**src/rtl/core/hcd_pkg.sv**
```systemverilog
// Shared types and constants for the HTTP chunked body decoder.
// Depends on nothing; hcd_size_acc, the decoder and the bench import it.
package hcd_pkg;

  // Width of the chunk size and remaining byte count
  localparam int unsigned SIZE_BITS = 32;

  localparam logic [7:0] BYTE_CR = 8'h0d;
  localparam logic [7:0] BYTE_LF = 8'h0a;

  // Decoder phases
  typedef enum logic [2:0] {
    PH_SIZE    = 3'd0,
    PH_DATA    = 3'd1,
    PH_CR      = 3'd2,
    PH_LF      = 3'd3,
    PH_SEEK    = 3'd4,
    PH_TRAILER = 3'd5,
    PH_DONE    = 3'd6
  } phase_t;

  // Commands from the phase logic to the size accumulator
  typedef struct packed {
    logic clear;  // start a new size line
    logic load;   // shift in the current hex digit
  } hcd_size_ctl_t;

  // Status from the size accumulator
  typedef struct packed {
    logic is_hex;   // current byte is a hex digit
    logic is_zero;  // accumulated size is zero
  } hcd_size_sts_t;

endpackage

```
**src/rtl/core/hcd_in_if.sv**
```systemverilog
// Byte input channel of the chunked decoder: valid/ready plus one raw byte.
// Depends on nothing.
interface hcd_in_if;
  logic       valid;
  logic       ready;
  logic [7:0] in_byte;

  modport source (output valid, output in_byte, input ready);
  modport sink   (input valid, input in_byte, output ready);
endinterface

```
**src/rtl/core/hcd_out_if.sv**
```systemverilog
// Result channel of the chunked decoder: valid/ready plus one decoded result.
// Depends on nothing.
interface hcd_out_if;
  logic       valid;
  logic       ready;
  logic       payload_valid;
  logic [7:0] payload_byte;
  logic       message_done;
  logic       format_error;

  modport source (output valid, output payload_valid, output payload_byte,
                  output message_done, output format_error, input ready);
  modport sink   (input valid, input payload_valid, input payload_byte,
                  input message_done, input format_error, output ready);
endinterface

```
**src/rtl/core/hcd_size_acc.sv**
```systemverilog
// Chunk size accumulator: hex digit decode and saturating shift-in register.
// Depends on hcd_pkg.
module hcd_size_acc
  import hcd_pkg::*;
(
  input  logic                 clk,
  input  logic                 rst,
  input  logic [7:0]           in_byte,
  input  hcd_size_ctl_t        ctl,
  output hcd_size_sts_t        sts,
  output logic [SIZE_BITS-1:0] chunk_length
);

  logic       is_hex;
  logic [3:0] digit;

  // Decode one ASCII hex digit
  always_comb begin
    is_hex = 1'b1;
    digit  = 4'd0;
    if (in_byte >= "0" && in_byte <= "9") begin
      digit = 4'(in_byte - "0");
    end else if (in_byte >= "a" && in_byte <= "f") begin
      digit = 4'(in_byte - "a" + 8'd10);
    end else if (in_byte >= "A" && in_byte <= "F") begin
      digit = 4'(in_byte - "A" + 8'd10);
    end else begin
      is_hex = 1'b0;
    end
  end

  assign sts.is_hex  = is_hex;
  assign sts.is_zero = (chunk_length == '0);

  // Shift in a digit; saturate once the top nibble is occupied
  always_ff @(posedge clk) begin
    if (rst || ctl.clear) begin
      chunk_length <= '0;
    end else if (ctl.load) begin
      if (|chunk_length[SIZE_BITS-1:SIZE_BITS-4]) begin
        chunk_length <= '1;
      end else begin
        chunk_length <= {chunk_length[SIZE_BITS-5:0], digit};
      end
    end
  end

endmodule

```
**src/rtl/core/http_chunked_decoder.sv**
```systemverilog
// HTTP/1.1 chunked body decoder. It takes one byte per transaction on stream
// and gives exactly one result per byte on result, in the next cycle, at a
// rate of one byte per clock unless result stalls. Size lines gather leading
// hex digits (saturating at all ones), chunk data is passed out as payload, a
// missing CRLF/LF after data is flagged with format_error on raw bytes up to
// the next LF, and the empty trailer line raises message_done; later bytes
// give all-zero results. stream.ready is high whenever the result register is
// empty or being taken in the same cycle, so the only stall is backpressure
// on result. Depends on hcd_pkg, hcd_in_if, hcd_out_if and hcd_size_acc.
module http_chunked_decoder
  import hcd_pkg::*;
(
  input  logic     clk,
  input  logic     rst,
  hcd_in_if.sink   stream,
  hcd_out_if.source result
);

  phase_t               phase, phase_next;
  logic [SIZE_BITS-1:0] bytes_left, bytes_left_next;
  logic                 digits_ended, digits_ended_next;
  logic [1:0]           trailer_line_count, trailer_line_count_next;
  logic                 trailer_first_cr, trailer_first_cr_next;
  logic [SIZE_BITS-1:0] chunk_length;
  hcd_size_ctl_t        size_ctl;
  hcd_size_sts_t        size_sts;

  logic       accept;
  logic       res_valid;
  logic       valid_next, done_next, err_next;
  logic [7:0] data_next;
  logic [7:0] b;

  assign b            = stream.in_byte;
  assign stream.ready = !res_valid || result.ready;
  assign accept       = stream.valid && stream.ready;

  hcd_size_acc u_size (
    .clk          (clk),
    .rst          (rst),
    .in_byte      (b),
    .ctl          (size_ctl),
    .sts          (size_sts),
    .chunk_length (chunk_length)
  );

  // Next phase and result for the byte on the input
  always_comb begin
    phase_next              = phase;
    bytes_left_next         = bytes_left;
    digits_ended_next       = digits_ended;
    trailer_line_count_next = trailer_line_count;
    trailer_first_cr_next   = trailer_first_cr;
    size_ctl                = '0;
    valid_next              = 1'b0;
    data_next               = 8'd0;
    done_next               = 1'b0;
    err_next                = 1'b0;
    if (accept) begin
      case (phase)
        PH_SIZE: begin
          if (b == BYTE_LF) begin
            if (size_sts.is_zero) begin
              phase_next              = PH_TRAILER;
              trailer_line_count_next = 2'd0;
              trailer_first_cr_next   = 1'b0;
            end else begin
              bytes_left_next = chunk_length;
              phase_next      = PH_DATA;
            end
          end else if (!digits_ended && size_sts.is_hex) begin
            size_ctl.load = 1'b1;
          end else begin
            digits_ended_next = 1'b1;
          end
        end
        PH_DATA: begin
          valid_next      = 1'b1;
          data_next       = b;
          bytes_left_next = bytes_left - 1'b1;
          if (bytes_left == SIZE_BITS'(1)) begin
            phase_next = PH_CR;
          end
        end
        PH_CR, PH_LF, PH_SEEK: begin
          if (b == BYTE_LF) begin
            phase_next        = PH_SIZE;
            size_ctl.clear    = 1'b1;
            digits_ended_next = 1'b0;
          end else if (b == BYTE_CR && phase == PH_CR) begin
            phase_next = PH_LF;
          end else begin
            valid_next = 1'b1;
            data_next  = b;
            err_next   = 1'b1;
            phase_next = PH_SEEK;
          end
        end
        PH_TRAILER: begin
          if (b == BYTE_LF) begin
            if (trailer_line_count == 2'd0 ||
                (trailer_line_count == 2'd1 && trailer_first_cr)) begin
              done_next  = 1'b1;
              phase_next = PH_DONE;
            end
            trailer_line_count_next = 2'd0;
            trailer_first_cr_next   = 1'b0;
          end else begin
            if (trailer_line_count == 2'd0) begin
              trailer_first_cr_next = (b == BYTE_CR);
            end
            if (trailer_line_count != 2'd3) begin
              trailer_line_count_next = trailer_line_count + 2'd1;
            end
          end
        end
        default: begin
          phase_next = PH_DONE;
        end
      endcase
    end
  end

  // Hold the decoder state
  always_ff @(posedge clk) begin
    if (rst) begin
      phase              <= PH_SIZE;
      bytes_left         <= '0;
      digits_ended       <= 1'b0;
      trailer_line_count <= 2'd0;
      trailer_first_cr   <= 1'b0;
    end else begin
      phase              <= phase_next;
      bytes_left         <= bytes_left_next;
      digits_ended       <= digits_ended_next;
      trailer_line_count <= trailer_line_count_next;
      trailer_first_cr   <= trailer_first_cr_next;
    end
  end

  // Result register: load on accept, drop when taken
  always_ff @(posedge clk) begin
    if (rst) begin
      res_valid <= 1'b0;
    end else if (accept) begin
      res_valid <= 1'b1;
    end else if (result.ready) begin
      res_valid <= 1'b0;
    end
  end

  always_ff @(posedge clk) begin
    if (accept) begin
      result.payload_valid <= valid_next;
      result.payload_byte  <= data_next;
      result.message_done  <= done_next;
      result.format_error  <= err_next;
    end
  end

  assign result.valid = res_valid;

endmodule

```
**src/flat_wrapper.sv**
```systemverilog
// flat-port wrapper written by rule: the top's interface ports become plain ports
module http_chunked_decoder_flat import hcd_pkg::*;
  (clk, rst, stream_valid, stream_in_byte, stream_ready, result_valid, result_payload_valid, result_payload_byte, result_message_done, result_format_error, result_ready);
  hcd_in_if stream_i ();
  hcd_out_if result_i ();
  input  logic clk;
  input  logic rst;
  input wire logic [$bits(stream_i.valid)-1:0] stream_valid;
  input wire logic [$bits(stream_i.in_byte)-1:0] stream_in_byte;
  output wire logic [$bits(stream_i.ready)-1:0] stream_ready;
  output wire logic [$bits(result_i.valid)-1:0] result_valid;
  output wire logic [$bits(result_i.payload_valid)-1:0] result_payload_valid;
  output wire logic [$bits(result_i.payload_byte)-1:0] result_payload_byte;
  output wire logic [$bits(result_i.message_done)-1:0] result_message_done;
  output wire logic [$bits(result_i.format_error)-1:0] result_format_error;
  input wire logic [$bits(result_i.ready)-1:0] result_ready;
  assign stream_i.valid = stream_valid;
  assign stream_i.in_byte = stream_in_byte;
  assign stream_ready = stream_i.ready;
  assign result_valid = result_i.valid;
  assign result_payload_valid = result_i.payload_valid;
  assign result_payload_byte = result_i.payload_byte;
  assign result_message_done = result_i.message_done;
  assign result_format_error = result_i.format_error;
  assign result_i.ready = result_ready;
  http_chunked_decoder u_core (.clk(clk), .rst(rst), .stream(stream_i), .result(result_i));
endmodule
```
**config.mk**
```make
export PLATFORM = sky130hd
export DESIGN_NAME = http_chunked_decoder_flat
export DESIGN_NICKNAME = d
export VERILOG_FILES = /design/src/rtl/core/hcd_pkg.sv /design/src/rtl/core/hcd_in_if.sv /design/src/rtl/core/hcd_out_if.sv /design/src/rtl/core/hcd_size_acc.sv /design/src/rtl/core/http_chunked_decoder.sv /design/src/flat_wrapper.sv
export SDC_FILE = /design/constraint.sdc
export NUM_CORES = 1
export LEC_CHECK = 0
export BUFFER_PORTS_ARGS = -buffer_cell sky130_fd_sc_hd__buf_4
export CAP_MARGIN = 20
export CORE_ASPECT_RATIO = 0.8
export CORE_MARGIN = 10
export CORE_UTILIZATION = 48
export DETAILED_ROUTE_END_ITERATION = 8
export PLACE_DENSITY_LB_ADDON = 0.1
export SLEW_MARGIN = 20
export SYNTH_ARGS = -nofsm -noshare
export SYNTH_HDL_FRONTEND = slang
export SYNTH_SLANG_ARGS = --single-unit
```
**constraint.sdc**
```tcl
create_clock -name clk -period 3.5 [get_ports clk]
set_input_delay 0.175 -clock clk [delete_from_list [all_inputs] [get_ports clk]]
set_output_delay 0.175 -clock clk [all_outputs]
set_load 0.02 [all_outputs]
```
After elaboration in Yosys (flattened, before gate mapping)
Cells that the tools add are included.

Add/subtract/negate cells: 7. $lt $le $gt $ge: 6. Equality and inequality tests: 21. Multiplexer cells: 47. Reductions and logical operators: 27.

Operator list (number): $mux 32 (3); $pmux 32 s2 (1); $eq 32x1->1 const B (1); $logic_not 32->1 (1); $sub 32x1->32 const B (1); $mux 3 (7); $mux 1 (20); $reduce_and 5->1 (4); $eq 8x4->1 const B (2); $ge 8x7->1 const B (2); $le 8x7->1 const B (2); $mux 8 (2); $pmux 8 s2 (1); $mux 4 (3); $ne 2x1->1 const B (6); $pmux 3 s4 (1); $sub 4x1->4 const B (3); $mux 2 (5); $add 4x4->4 const B (2); $ge 8x6->1 const B (1); $le 8x6->1 const B (1); $ne 2x2->1 const B (4); $reduce_bool 2->1 (4); $logic_and 1x1->1 (7); 16 further kinds (24).

Bits in registers: 83. Bits of input ports: 12. Output and inout bits: 13. Word-level logic and storage cells: 119.

Depth between registers and ports, before layout
Word-level depth: 11. Mapped depth: 10. Gate-level depth less buffers: 7.

Modules after synthesis
Synthesis repeated with hierarchy kept, for this count alone.

Cells, all modules: 524. Area total of the unflattened synthesis: 4604.4 um2.

Modules (own cells, without submodules): http_chunked_decoder (times used 1, cells each 407, area an instance 3254.4 um2, seq. area each 1131.1 um2); hcd_size_acc (times used 1, cells each 117, area an instance 1350.0 um2, seq. area each 640.6 um2).

Least setup slack after synthesis
Ideal clock, no wire load.

Path kind: flip-flop to flip-flop. Start: reg u_core.bytes_left[0]. End: reg u_core.bytes_left[22]. Setup time: 0.126 ns. Arrival time: 2.132 ns. Setup slack: 1.242 ns. Stages on the path, launching flop included: 10. Path buffers: 2. Period minus slack after synthesis: 2.258 ns. Path through: dfxtp_1 -> buf_2 -> inv_1 -> ha_1 -> or4b_2 -> nor3_1 -> buf_2 -> nand2_1 -> o311ai_1 -> nand3_1.

Cells in the longest elaborated chain, start to end: 2.

Ends and longest elaborated chain: from (decl) (line http_chunked_decoder.sv:20) `logic [SIZE_BITS-1:0] bytes_left, bytes_left_next;`; from (signal assigned) (line http_chunked_decoder.sv:134) `bytes_left <= bytes_left_next;`; $sub 32x1->32 (line http_chunked_decoder.sv:80) `bytes_left_next = bytes_left - 1'b1;`; $pmux 32 s2 (line http_chunked_decoder.sv:60) `case (phase)`.

No other way between the ends. A chain may end at the register's enable or synchronous reset.

Worst setup path after layout
Start: reg u_core.bytes_left[0]. End: reg u_core.bytes_left[26].

Same word-level chain as after synthesis.

==> flow_metrics.py <==
metrics = {
    "clock_network": {
        "hold_buffers": 0,
        "post_cts.resized_instances": 0,
        "clock_tree.htree_level_count": 3,
        "root_buffer": "clkbuf_16",
        "cts_clock_pin_slew_for_the_worst_setup_and_hold_paths_ns": 0.07,
        "cts_max_path_buffers": 2,
        "numClockSinks": 83,
        "post-cts-setup-buffers": 0,
        "worstSkewPairLatency_ns": 0.35,
        "cts_inserted_buffers": 9,
        "cts_tree": "done",
    },
    "timing": {
        "drv_slew": 0,
        "worst_clock_skew_ns": 0.00959,
        "setup_viol": 0,
        "timing.slew.headroom_pct": 48.0,
        "rsz0062_at_grt": "no",
        "max_freq_ghz": 0.375,
        "finalCritPeriodShare_pct": 76.2,
        "period_minus_slack_ns": 2.67,
        "worst_slew_pin_slew_ns": 0.773,
        "final-hold-violation-count": 0,
        "finalSetupTns_ns": 0,
    },
    "logic_synthesis": {
        "synth.cells.most_frequent": "72 x dfxtp_1, 45 x nand2_1, 44 x a21oi_1",
        "synth-async-reset-ratio_pct": 0,
        "postSynth.topFlopCell": "dfxtp_1",
        "synth_top_cell_by_area": "dfxtp_1",
        "syn-cell-area_um2": 4600,
        "syn_nets": 545,
        "mean_cell_area_of_the_mapped_netlist_um2": 8.79,
        "yosys-top-cells-area": "dfxtp_1 31%, o221a_1 7.3%, edfxtp_1 7.2%",
        "synth_top_area_share_pct": 31.3,
        "yosysWarnings": 0,
        "synthMostInstantiatedCell": "dfxtp_1",
        "ys_types": 71,
        "synth_cells": 524,
        "proportion_of_synthesized_chip_area_in_sequential_cells_pct": 38.5,
        "synth_edf_count": 11,
        "synth-seq-cells": 83,
    },
    "die": {
        "die_width_um": 130,
        "starting_density_of_the_core_pct": 50.1,
        "die-area_um2": 13900,
        "num_io_pins": 25,
        "rows": 31,
        "dieHeight_um": 108,
        "core_area_um2": 9190,
    },
    "placed_design": {
        "total_cell_area_at_the_placement_stage_um2": 4800,
        "post-place-cells": 632,
        "gpl.final_weighted_congestion": 0.853,
        "dp_hpwl_um": 9020,
        "io_buffer_count": 24,
    },
    "layout": {
        "antennaDiodeCount": 0,
        "area.growth.synth_to_final_pct": 11.1,
        "final_layout_size_suffix_gt1_share_pct": 13.5,
        "post_layout_nonfiller_instances": 648,
        "fin_area_um2": 5120,
        "layout.nets": 549,
    },
    "route": {
        "detail_route.first_pass.iterations": 5,
        "wl_um": 13200,
        "wire_per_inst_um": 20.3,
        "dr_wl_met2_um": 5750,
        "drt-vias-per-instance": 6.67,
        "drt.antenna.violating_nets": 0,
        "met1Wirelength_um": 6350,
        "top_signal_layer_used": "met4",
        "drc": 0,
        "wl_met3_um": 918,
        "drtIter0Drc": 354,
        "detailroute.via_count": 4321,
    },
    "setup_path": {
        "reg2reg_depth": 7,
        "cp-startpoint": "u_core.bytes_left[0]",
        "reg2reg_slack_ns": 0.83,
        "rr_startpoint": "u_core.bytes_left[0]",
        "reg2reg_to": "u_core.bytes_left[26]",
        "worst_setup_path_endpoint": "u_core.bytes_left[26]",
        "cp_max_fo": 9,
        "start_kind": "register",
        "worstSetupPathType": "reg -> reg",
        "worst_ep_required_time_ns": 3.72,
        "worst_setup_path_end_kind": "register",
        "arrival_time_at_the_worst_endpoint_ns": 2.89,
    },
    "global_route": {
        "track_usage_pct": 19.4,
        "grt_pass1_vias": 3946,
        "grt_pass1_wl_um": 21600,
        "grt_overflow": 0,
        "number_of_antenna_violations_at_the_first_check_in_global_routing": 0,
        "grt_start_max_net_pins": 42,
    },
    "run": {
        "maxCapViolCount": 0,
    },
    "min_path": {
        "min-delay-path-class": "in -> reg",
    },
    "outcome": {
        "outcome": "completed",
    },
    "power": {
        "power.leakage_nw": 1.81,
        "powerDensity_nw_per_um2": 428,
        "design_power_total_mw": 2.19,
        "maximum_vdd_drop_v": 0.000288,
    },
}
## worst min path at each step
stage / from / endpoint / slack (ns) / cells after the start
finish: stream_valid / u_core.result.valid / 0.08 / 3
global route: stream_valid / u_core.result.valid / 0.09 / 3
CTS: stream_valid / u_core.result.valid / 0.07 / 3
detailed placement: stream_valid / u_core.result.valid / 0.43 / 3
global placement: stream_valid / u_core.result.valid / 0.42 / 3
floorplan: stream_valid / u_core.result.valid / 0.30 / 2
## critical path, stage by stage (launching register included)
cell and delay, ns:
dfxtp_1 0.41, inv_1 0.12, ha_1 0.23, or4b_2 0.68
nor4_1 0.62, nand3_1 0.17, a21oi_1 0.21, o32ai_1 0.10
## layer usage
| layer | GRT usage [%] | up-vias |
|---|---|---|
| met5 | 0 | - |
| met4 | 5.05 | 0 |
| met3 | 5.12 | 16 |
| met2 | 27.8 | 158 |
| met1 | 28.0 | 2088 |
| li1 | - | 2059 |
## cell type report
class / instances / area (µm²)
multi-input cells: 378 / 2550
clock inverters: 4 / 46.3
repair buffers: 35 / 263
fillers: 841 / 4080
inverters: 21 / 78.8
flip-flops and latches: 83 / 1770
clock buffers: 12 / 267
well taps: 115 / 144
## sequential cells by signal, summed over array words and instances, names as in the netlist
register	cells
u_core.trailer_line_count	2
u_core.u_size.chunk_length	32
u_core.result.payload_byte	8
u_core.result.message_done	1
u_core.trailer_first_cr	1
u_core.result.payload_valid	1
u_core.result.valid	1
u_core.result.format_error	1
u_core.bytes_left	32
u_core.phase	3
u_core.digits_ended	1
## cells in the final DEF (no fill, tap or decap), drive strengths merged, types with 15 or more instances in the layout
cell	netlist	layout
nor4	20	20
a31oi	15	15
buf	14	35
o21ai	23	23
inv	21	22
dfxtp	72	72
nand3	16	16
o221a	33	33
nand2	46	46
nor3	18	18
nor2	30	30
a21oi	45	45
## cell families after synthesis
family          Yosys count  synth area share, %
flops                    83                 38.5
simple gates            185                 22.2
buf+inv                  63                 6.55
compound gates          181                 29.6
mux                       3                0.679
fa+ha+maj                 9                 2.45
## power breakdown
group          switching, mW  internal (mW)  total [mW]
registers             0.0167          0.983       0.999
logic                  0.124         0.0679       0.192
clock network          0.390          0.609       0.999
## metrics by stage
stage | setup WS [ns] | hold slack, ns | util [%]
final | 0.832 | 0.0797 | 55.7
after global routing | 0.676 | 0.0900 | 55.7
after CTS | 0.943 | 0.0734 | 55.7
after detailed placement | 0.952 | 0.431 | 52.3
after global placement | 1.00 | 0.421 | 52.3
after floorplan | 1.24 | 0.304 | -
No activity file was read; power rests on OpenSTA's default activity.
